<file path="config.mk">
export PLATFORM = sky130hd
export DESIGN_NAME = windowed_load_average
export DESIGN_NICKNAME = d
export VERILOG_FILES = /design/src/design/wla_pkg.sv /design/src/design/wla_mac.sv /design/src/design/wla_div.sv /design/src/design/windowed_load_average.sv
export SDC_FILE = /design/constraint.sdc
export NUM_CORES = 2
export LEC_CHECK = 0
export ABC_AREA = 1
export BUFFER_PORTS_ARGS = -buffer_cell sky130_fd_sc_hd__buf_2
export CAP_MARGIN = 15
export CORE_MARGIN = 1
export CORE_UTILIZATION = 45
export CTS_BUF_LIST = sky130_fd_sc_hd__clkbuf_4 sky130_fd_sc_hd__clkbuf_8 sky130_fd_sc_hd__clkbuf_16
export DETAILED_ROUTE_END_ITERATION = 10
export MAX_ROUTING_LAYER = met4
export SLEW_MARGIN = 15
export SYNTH_ARGS = -nofsm -noshare
export SYNTH_HDL_FRONTEND = slang
export SYNTH_SLANG_ARGS = --single-unit
</file>
<file path="constraint.sdc">
create_clock -name i_clk -period 4.07 [get_ports i_clk]
set_clock_uncertainty 0.2 [all_clocks]
set_input_delay 0.407 -clock i_clk [delete_from_list [all_inputs] [get_ports i_clk]]
set_output_delay 0.407 -clock i_clk [all_outputs]
set_load 0.05 [all_outputs]
</file>
<file path="src/design/wla_pkg.sv">
// shared widths, register indexes and reset values of the load average block
package wla_pkg;

    localparam int WORD_W  = 32;
    localparam int TASK_W  = 16;
    localparam int CFG_IDX_W = 2;
    localparam int NUM_WIN = 3;
    localparam int SEL_W   = 2;

    localparam int IN_DATA_W  = 64;
    localparam int OUT_DATA_W = 128;

    localparam logic [CFG_IDX_W-1:0] REG_MIN_INTERVAL = 2'd0;
    localparam logic [CFG_IDX_W-1:0] REG_WIN_SHORT    = 2'd1;
    localparam logic [CFG_IDX_W-1:0] REG_WIN_MID      = 2'd2;
    localparam logic [CFG_IDX_W-1:0] REG_WIN_LONG     = 2'd3;

    localparam logic [WORD_W-1:0] RST_MIN_INTERVAL = 32'd5000;
    localparam logic [WORD_W-1:0] RST_WIN_SHORT    = 32'd60000;
    localparam logic [WORD_W-1:0] RST_WIN_MID      = 32'd300000;
    localparam logic [WORD_W-1:0] RST_WIN_LONG     = 32'd900000;

    localparam logic [SEL_W-1:0] SEL_SHORT = 2'd0;
    localparam logic [SEL_W-1:0] SEL_MID   = 2'd1;
    localparam logic [SEL_W-1:0] SEL_LONG  = 2'd2;

endpackage

</file>
<file path="src/design/wla_mac.sv">
// bit-serial multiply-accumulate: delta*target + rest*load, one multiplier bit per cycle
module wla_mac
    import wla_pkg::*;
#(
    parameter int TGT_W = 28,
    parameter int ACC_W = 64
) (
    input  logic              i_clk,
    input  logic              i_rst_n,
    input  logic              i_start,
    input  logic [WORD_W-1:0] i_delta,
    input  logic [WORD_W-1:0] i_rest,
    input  logic [TGT_W-1:0]  i_target,
    input  logic [WORD_W-1:0] i_load,
    output logic [ACC_W-1:0]  o_acc,
    output logic              o_done
);

    localparam int CNT_W = $clog2(WORD_W + 1);

    logic [WORD_W-1:0] r_dsh;
    logic [WORD_W-1:0] r_wsh;
    logic [ACC_W-1:0]  r_acc;
    logic [CNT_W-1:0]  r_cnt;
    logic              r_busy;
    logic              r_done;
    logic [ACC_W-1:0]  n_acc;

    // msb first: double the partial sum, then add the selected terms
    always_comb begin
        n_acc = {r_acc[ACC_W-2:0], 1'b0};
        if (r_dsh[WORD_W-1]) begin
            n_acc = n_acc + ACC_W'(i_target);
        end
        if (r_wsh[WORD_W-1]) begin
            n_acc = n_acc + ACC_W'(i_load);
        end
    end

    always_ff @(posedge i_clk) begin
        if (!i_rst_n) begin
            r_busy <= 1'b0;
            r_done <= 1'b0;
            r_cnt  <= '0;
            r_dsh  <= '0;
            r_wsh  <= '0;
            r_acc  <= '0;
        end else begin
            r_done <= 1'b0;
            if (i_start) begin
                r_dsh  <= i_delta;
                r_wsh  <= i_rest;
                r_acc  <= '0;
                r_cnt  <= CNT_W'(WORD_W);
                r_busy <= 1'b1;
            end else if (r_busy) begin
                r_acc <= n_acc;
                r_dsh <= {r_dsh[WORD_W-2:0], 1'b0};
                r_wsh <= {r_wsh[WORD_W-2:0], 1'b0};
                r_cnt <= r_cnt - CNT_W'(1);
                if (r_cnt == CNT_W'(1)) begin
                    r_busy <= 1'b0;
                    r_done <= 1'b1;
                end
            end
        end
    end

    assign o_acc  = r_acc;
    assign o_done = r_done;

endmodule

</file>
<file path="src/design/wla_div.sv">
// restoring divider, one quotient bit per cycle, numerator and quotient share one shift register
module wla_div
    import wla_pkg::*;
#(
    parameter int Q_W   = 32,
    parameter int ACC_W = 64
) (
    input  logic              i_clk,
    input  logic              i_rst_n,
    input  logic              i_start,
    input  logic [ACC_W-1:0]  i_num,
    input  logic [WORD_W-1:0] i_den,
    output logic [Q_W-1:0]    o_quot,
    output logic              o_done
);

    localparam int CNT_W = $clog2(Q_W + 1);

    logic [WORD_W-1:0] r_rem;
    logic [Q_W-1:0]    r_qn;
    logic [CNT_W-1:0]  r_cnt;
    logic              r_busy;
    logic              r_done;
    logic [WORD_W:0]   trial;
    logic [WORD_W:0]   diff;
    logic              q_bit;

    assign trial = {r_rem, r_qn[Q_W-1]};
    assign diff  = trial - {1'b0, i_den};
    assign q_bit = (trial >= {1'b0, i_den});

    always_ff @(posedge i_clk) begin
        if (!i_rst_n) begin
            r_busy <= 1'b0;
            r_done <= 1'b0;
            r_cnt  <= '0;
            r_rem  <= '0;
            r_qn   <= '0;
        end else begin
            r_done <= 1'b0;
            if (i_start) begin
                // upper part is already below the divisor since the quotient fits Q_W bits
                r_rem  <= i_num[ACC_W-1:Q_W];
                r_qn   <= i_num[Q_W-1:0];
                r_cnt  <= CNT_W'(Q_W);
                r_busy <= 1'b1;
            end else if (r_busy) begin
                r_rem <= q_bit ? diff[WORD_W-1:0] : trial[WORD_W-1:0];
                r_qn  <= {r_qn[Q_W-2:0], q_bit};
                r_cnt <= r_cnt - CNT_W'(1);
                if (r_cnt == CNT_W'(1)) begin
                    r_busy <= 1'b0;
                    r_done <= 1'b1;
                end
            end
        end
    end

    assign o_quot = r_qn;
    assign o_done = r_done;

endmodule

</file>
<file path="src/design/windowed_load_average.sv">
// top level: three windowed fixed-point load averages with a shared serial datapath
// One request word in gives one result word out. A request whose elapsed ticks stay
// below the minimum interval goes straight to the result. A recomputing request walks
// the short, middle and long windows in turn through one bit-serial multiply-accumulate
// and one restoring divider. A window already spanned by the elapsed ticks skips both
// and takes the target directly. A new request is taken as soon as the previous result
// sits in the output register.
module windowed_load_average
    import wla_pkg::*;
#(
    parameter int FRAC_BITS = 11
) (
    input  logic                  i_clk,
    input  logic                  i_rst_n,
    input  logic                  i_cfg_we,
    input  logic [CFG_IDX_W-1:0]  i_cfg_idx,
    input  logic [WORD_W-1:0]     i_cfg_data,
    input  logic                  i_s_tvalid,
    output logic                  o_s_tready,
    // now_ticks, running_tasks, blocked_tasks
    input  logic [IN_DATA_W-1:0]  i_s_tdata,
    output logic                  o_m_tvalid,
    input  logic                  i_m_tready,
    // load_short, load_mid, load_long, request_count
    output logic [OUT_DATA_W-1:0] o_m_tdata,
    // recomputed
    output logic                  o_m_tuser
);

    localparam int TGT_W = TASK_W + 1 + FRAC_BITS;
    localparam int MAG_W = (TGT_W > WORD_W) ? TGT_W : WORD_W;
    localparam int ACC_W = MAG_W + WORD_W;

    typedef enum logic [2:0] {
        S_IDLE,
        S_PICK,
        S_MAC,
        S_DIV,
        S_DONE
    } t_state;

    t_state            r_state;
    logic [WORD_W-1:0] r_min;
    logic [WORD_W-1:0] r_win [NUM_WIN];
    logic [WORD_W-1:0] r_load [NUM_WIN];
    logic [WORD_W-1:0] r_last;
    logic [WORD_W-1:0] r_count;
    logic [WORD_W-1:0] r_now;
    logic [WORD_W-1:0] r_delta;
    logic [TGT_W-1:0]  r_target;
    logic              r_recomp;
    logic [SEL_W-1:0]  r_sel;
    logic              r_mac_start;
    logic              r_div_start;
    logic              r_out_valid;
    logic [OUT_DATA_W-1:0] r_out_data;
    logic              r_out_user;

    logic [WORD_W-1:0] in_now;
    logic [TASK_W:0]   in_tasks;
    logic [WORD_W-1:0] in_delta;
    logic [WORD_W-1:0] cur_win;
    logic [WORD_W-1:0] cur_rest;
    logic [ACC_W-1:0]  mac_acc;
    logic              mac_done;
    logic [MAG_W-1:0]  div_quot;
    logic              div_done;
    logic              accept;

    function automatic logic [WORD_W-1:0] sat_word(input logic [MAG_W-1:0] v);
        if (v > MAG_W'({WORD_W{1'b1}})) begin
            return {WORD_W{1'b1}};
        end
        return v[WORD_W-1:0];
    endfunction

    assign in_now   = i_s_tdata[WORD_W-1:0];
    assign in_tasks = {1'b0, i_s_tdata[WORD_W +: TASK_W]}
                    + {1'b0, i_s_tdata[WORD_W+TASK_W +: TASK_W]};
    assign in_delta = in_now - r_last;
    assign cur_win  = r_win[r_sel];
    assign cur_rest = cur_win - r_delta;
    assign accept   = i_s_tvalid && (r_state == S_IDLE);

    wla_mac #(
        .TGT_W (TGT_W),
        .ACC_W (ACC_W)
    ) u_mac (
        .i_clk    (i_clk),
        .i_rst_n  (i_rst_n),
        .i_start  (r_mac_start),
        .i_delta  (r_delta),
        .i_rest   (cur_rest),
        .i_target (r_target),
        .i_load   (r_load[r_sel]),
        .o_acc    (mac_acc),
        .o_done   (mac_done)
    );

    wla_div #(
        .Q_W   (MAG_W),
        .ACC_W (ACC_W)
    ) u_div (
        .i_clk   (i_clk),
        .i_rst_n (i_rst_n),
        .i_start (r_div_start),
        .i_num   (mac_acc),
        .i_den   (cur_win),
        .o_quot  (div_quot),
        .o_done  (div_done)
    );

    always_ff @(posedge i_clk) begin
        if (!i_rst_n) begin
            r_state     <= S_IDLE;
            r_min       <= RST_MIN_INTERVAL;
            r_win[SEL_SHORT] <= RST_WIN_SHORT;
            r_win[SEL_MID]   <= RST_WIN_MID;
            r_win[SEL_LONG]  <= RST_WIN_LONG;
            r_load[SEL_SHORT] <= '0;
            r_load[SEL_MID]   <= '0;
            r_load[SEL_LONG]  <= '0;
            r_last      <= '0;
            r_count     <= '0;
            r_now       <= '0;
            r_delta     <= '0;
            r_target    <= '0;
            r_recomp    <= 1'b0;
            r_sel       <= SEL_SHORT;
            r_mac_start <= 1'b0;
            r_div_start <= 1'b0;
            r_out_valid <= 1'b0;
            r_out_data  <= '0;
            r_out_user  <= 1'b0;
        end else begin
            r_mac_start <= 1'b0;
            r_div_start <= 1'b0;

            if (i_cfg_we) begin
                case (i_cfg_idx)
                    REG_MIN_INTERVAL: r_min            <= i_cfg_data;
                    REG_WIN_SHORT:    r_win[SEL_SHORT] <= i_cfg_data;
                    REG_WIN_MID:      r_win[SEL_MID]   <= i_cfg_data;
                    REG_WIN_LONG:     r_win[SEL_LONG]  <= i_cfg_data;
                    default: ;
                endcase
            end

            // the done state refills the output register itself
            if (r_out_valid && i_m_tready && (r_state != S_DONE)) begin
                r_out_valid <= 1'b0;
            end

            case (r_state)
                S_IDLE: begin
                    if (accept) begin
                        r_now    <= in_now;
                        r_delta  <= in_delta;
                        r_target <= TGT_W'(in_tasks) << FRAC_BITS;
                        r_recomp <= (in_delta >= r_min);
                        r_count  <= r_count + WORD_W'(1);
                        r_sel    <= SEL_SHORT;
                        r_state  <= (in_delta >= r_min) ? S_PICK : S_DONE;
                    end
                end
                S_PICK: begin
                    if (r_delta >= cur_win) begin
                        // window fully elapsed: jump straight to the target
                        r_load[r_sel] <= sat_word(MAG_W'(r_target));
                        if (r_sel == SEL_LONG) begin
                            r_last  <= r_now;
                            r_state <= S_DONE;
                        end else begin
                            r_sel <= r_sel + SEL_W'(1);
                        end
                    end else begin
                        r_mac_start <= 1'b1;
                        r_state     <= S_MAC;
                    end
                end
                S_MAC: begin
                    if (mac_done) begin
                        r_div_start <= 1'b1;
                        r_state     <= S_DIV;
                    end
                end
                S_DIV: begin
                    if (div_done) begin
                        r_load[r_sel] <= sat_word(div_quot);
                        if (r_sel == SEL_LONG) begin
                            r_last  <= r_now;
                            r_state <= S_DONE;
                        end else begin
                            r_sel   <= r_sel + SEL_W'(1);
                            r_state <= S_PICK;
                        end
                    end
                end
                S_DONE: begin
                    if (!r_out_valid || i_m_tready) begin
                        r_out_valid <= 1'b1;
                        r_out_data  <= {r_count, r_load[SEL_LONG],
                                        r_load[SEL_MID], r_load[SEL_SHORT]};
                        r_out_user  <= r_recomp;
                        r_state     <= S_IDLE;
                    end
                end
                default: begin
                    r_state <= S_IDLE;
                end
            endcase
        end
    end

    assign o_s_tready = (r_state == S_IDLE);
    assign o_m_tvalid = r_out_valid;
    assign o_m_tdata  = r_out_data;
    assign o_m_tuser  = r_out_user;

endmodule

</file>
* Yosys cells after proc, flatten, opt, wreduce, memory -nomap -nowiden *
Memory sizes are Yosys's and may differ from the RTL's. A register that Yosys moved wholly into a read port is not among the register bits.
Index checks and enable logic that the tools add are counted.

word-level totals
  bits in writable memories = 192
  logic and storage cells = 181
  memories = 2
  bits in latches = 0
  ROM bits = 0
  register bits after elaboration = 523
  output and inout bits = 131
  input bits = 103

cells by class
  muxes and demuxes = 87
  reductions and logical operators = 27
  equal/unequal tests = 17
  bitwise operators = 7
  add/sub/neg operators = 10
  $mul = 0
  shift operators = 0
  divide/modulo/power cells = 0
  magnitude comparators = 4

memories
  memory  depth  width  read ports  clocked after memory_dff  write ports  RTL line                     source
  r_load  3      32     4           4                         3            windowed_load_average.sv:45  logic [WORD_W-1:0] r_load [NUM_WIN];
  r_win   3      32     1           1                         3            windowed_load_average.sv:44  logic [WORD_W-1:0] r_win [NUM_WIN];

operator list
  cell                                                   number
  2-to-1 mux 32 bit                                      22
  2-to-1 mux 64 bit                                      2
  subtractor 32 bit                                      3
  adder 64 x 28 -> 64 bit                                1
  adder 64 x 32 -> 64 bit                                1
  >= comparator 32 bit                                   2
  case mux 32 bit (2 select lines)                       1
  2-to-1 mux 1 bit                                       39
  >= comparator 33 x 32 -> 1 bit                         1
  adder 32 x 1 -> 32 bit, second input constant          1
  greater-than comparator 32 bit, second input constant  1
  OR reduction 32 bit                                    1
  2-to-1 mux 3 bit                                       8
  2-to-1 mux 6 bit                                       4
  2-to-1 mux 2 bit                                       9
  adder 16 x 16 -> 17 bit                                1
  case mux 3 bit (5 select lines)                        1
  == test 6 x 1 -> 1 bit, second input constant          2
  subtractor 6 x 1 -> 6 bit, second input constant       2
  AND reduction 2 bit                                    5
  == test 2 bit, second input constant                   3
  == test 3 x 2 -> 1 bit, second input constant          2
  inequality test 2 x 1 -> 1 bit, second input constant  3
  inequality test 3 bit, second input constant           2
  other kinds (20)                                       35

* Depth between registers and ports, before layout *
  word-level depth = 11
  gate-level depth with buffers = 28
  gate-level depth less buffers = 28

* By module *
A second synthesis with hierarchy kept.

second synthesis, totals
  cells, all modules = 6213
  area total of the unflattened synthesis = 44350.0 um^2

by module, submodules not included
  module                 cells an instance  area an instance (um^2)  instances  seq. area each (um^2)
  windowed_load_average  3236               26366.5                  1          13072.5
  wla_mac                2006               12137.9                  1          2722.6
  wla_div                971                5845.6                   1          1441.4

* Least setup slack after synthesis *
Ideal clock, no wire load.

  kind = flip-flop to flip-flop
  from = register with a tool-made name
  to = memory r_load[1][0] (enable)
  arrival time = 3.565 ns
  clock period less this slack = 4.243 ns
  data required time = 3.392 ns
  stages on the path, launching flop included = 19
  path buffers = 2
  path slack = -0.173 ns
  library setup time = 0.478 ns
  cells stage by stage = dfxtp_1 clkinv_1 clkbuf_1 o21ai_0 inv_1 fa_1 o21ai_1 a21oi_2 o21bai_2 nand2_1 nand3_1 nand2_1 inv_1 o21ai_1 nand2_1 o21ai_2 nand3_2 buf_2 nand2_1

RTL lines
  item       RTL line
  to (decl)  windowed_load_average.sv:45

==> out/results.ini <==
[clock_tree]
h-tree-depth = 3
cts_buffer_depth = 3
cts-root-buf = clkbuf_16
cts_buffers = 86
insertion_delay_ns = 0.68
cts.sinks = 749
cts.clk_slew.worst_paths_ns = 0.06
cts_tree = built

[synthesis]
synth.distinct_cells = 62
synth_top_area_cell = dfxtp_1
synth-async-reset-ratio = 0
yosysTopAreaCellShare = 0.2480
syn_inst = 5776
yosys_most_used_dff = dfxtp_1
synth.avg_cell_area_um2 = 7.338
yosysSeqAreaShare = 0.4067
synthTopCellsByArea = dfxtp_1 (25%), edfxtp_1 (16%), nand2_1 (9.9%)
ys_warn_count = 0
synth_nets = 6085
syn_area_um2 = 42380
synth_edf_count = 224
yosys_register_bits = 749

[pwr]
power_leakage_nw = 22.97
irDropWorstVdd_mv = 0.3774
powerDensity_nw_per_um2 = 505.5

[sta]
period_minus_slack_ns = 3.976
max_freq_ghz = 0.2515
tightest_slew_ns = 1.011
timing.final.crit_share = 0.9769
final.setup.worst_slack_ns = 0.09382
slew_violations = 0
setup_viol = 0
slew_headroom = 0.3244
setup_tns_ns = 0
final_hold_viol_count = 0

[floorplanning]
core_area_um2 = 93330
rows = 112
die_h_um = 308.9
boundaryPins = 234
fp.dieW_um = 308.9
start_util = 0.4541
die_area_um2 = 95410

[worst_setup_path]
r2r_cells = 21
regToRegSetupSlack_ns = 0.09
setup.worst_path.end_class = register
crit_fanout = 28
critPathArrivalTime_ns = 4.21
reg2reg_to = r_load[1][4]$_SDFFCE_PN0P_
path_class = reg2reg
critical_path_required_ns = 4.30
endpoint = r_load[1][4]$_SDFFCE_PN0P_
crit_path_start_kind = register

[drt]
viasPerCell = 5.353
totalWireLength_um = 148700
drc = 0
wire_per_inst_um = 19.32
drt_iter0_drc = 3296
first_pass_iters = 6
drtAntennaViolNets = 0
vias = 41220

[cells_and_area]
final_cell_mix = nand2_1 (1078), inv_1 (737), nor2_1 (557), a21oi_1 (539), dfxtp_1 (517)
drive_gt1_frac = 0.1863
syn_to_final_growth_pct = 24.23
fin_cells = 7700
nets = 6683
layout.core_utilization = 0.5642
layout_commonest_cell = nand2_1

[global_route]
grt_first_pass_wirelength_um = 221700
grt_max_degree = 137
antenna_found_initial = 2
grt-ovfl-total = 0
grt_pass1_vias = 38480
grt.total_usage = 0.3098

[place]
pre_cts_slack_ns = -0.2562
dp_hpwl_um = 109100
place_inst = 7446
numPortBuffers = 233
gp_congestion = 0.9953

[run_status]
outcome = completed

[min_path]
hold_class = in2reg

[flow_run]
maxCapViolCount = 0

## critical path: stages, from the launching register on
cell and delay (ns):
dfxtp_4 0.37, buf_12 0.16, or2_2 0.30, o211ai_1 0.08
o21ai_1 0.10, buf_4 0.16, ha_1 0.32, nand2_1 0.09
nor2_2 0.13, nand2_1 0.09, nor4_2 0.32, buf_4 0.16
nand2_1 0.09, nand3_2 0.10, nand2_2 0.08, inv_1 0.09
o21ai_1 0.08, nand2_1 0.14, o21ai_4 0.14, nand3_4 0.16
nand2_4 0.11, clkbuf_16 0.23
## area by class of cell
cell class	count	area, um2
tap	1254	1569
clock buffer	130	2646
clock inverter	29	449.2
fill	9012	40680
sequential	749	17250
inverter	761	2872
multi-input combinational	4007	22230
antenna	1	2.502
timing repair buffer	769	5640
## layer usage
metal,wire (um),global-route usage,up-vias
met2,70330,0.5112,1251
met5,0,-,-
met4,4598,0.09648,0
li1,-,-,20390
met3,8347,0.03158,210
met1,65460,0.3991,19370
## state kept, by name (all words and copies together), names as in the netlist, 3 cells and up, named ones only
| name | count |
|---|---|
| o_m_tdata | 128 |
| r_count | 32 |
| r_delta | 32 |
| r_last | 32 |
| r_load | 128 |
| r_min | 32 |
| r_now | 32 |
| r_state | 3 |
| r_target | 17 |
| r_win | 96 |
| u_div.o_quot | 32 |
| u_div.r_cnt | 6 |
| u_div.r_rem | 32 |
| u_mac.o_acc | 64 |
| u_mac.r_cnt | 6 |
| u_mac.r_dsh | 32 |
| u_mac.r_wsh | 32 |
## synth_stat cells (all sizes together) (64+ instances only)
master and number:
a21oi 569, clkbuf 228, dfxtp 525, edfxtp 224, ha 200, inv 754
nand2 1145, nand3 304, nor2 617, nor3 84, o211ai 64, o21ai 511
xor2 75
## worst min-delay path by stage
stage / end / cells after the start / startpoint / slack (ns)
floorplan: r_div_start$_SDFF_PN0_ / 2 / u_mac.o_done$_SDFF_PP0_ / 0.22
global placement: r_last[28]$_SDFFE_PN0P_ / 2 / r_last[28]$_SDFFE_PN0P_ / 0.24
detailed placement: o_m_tdata[105]$_SDFFE_PN0P_ / 2 / o_m_tdata[105]$_SDFFE_PN0P_ / 0.25
CTS: u_mac.r_dsh[0]$_SDFFE_PN0P_ / 3 / i_rst_n / 0.02
global route: u_mac.r_dsh[1]$_SDFFE_PN0P_ / 3 / i_rst_n / 0.05
finish: u_mac.r_dsh[0]$_SDFFE_PN0P_ / 3 / i_rst_n / 0.03
## cell families after synthesis
group           count (synthesis)  share of synthesized area
compound gates               1373                     0.1794
xor+xnor                      130                    0.02687
fa+ha+maj                     206                    0.06188
buf+inv                      1020                    0.09110
flops                         749                     0.4067
simple gates                 2298                     0.2341
## repair_timing
item	CTS	global route
endpoints found under the hold margin	154	0
hold buffers	64	0
endpoints found under the setup margin	158	291
setup buffers	4	18
resized for setup	25	201
pin swaps	5	44
cloned	0	8
## power breakdown
group | internal, W | switching (W)
Combinational | 0.00336 | 0.00580
Sequential | 0.00849 | 0.000544
Clock | 0.00509 | 0.00333
Total | 0.0169 | 0.00967
## metrics by stage
step	power, W	hold WS [ns]	cell area, um2
after floorplan	0.01417	0.2215	42380
after global placement	0.01774	0.2436	47680
after detailed placement	0.01777	0.2490	47680
after CTS	0.02626	0.02366	51510
after global routing	0.02788	0.04620	52650
final	0.02662	0.03474	52650
Note: power is estimated with default switching activity, not from simulation.
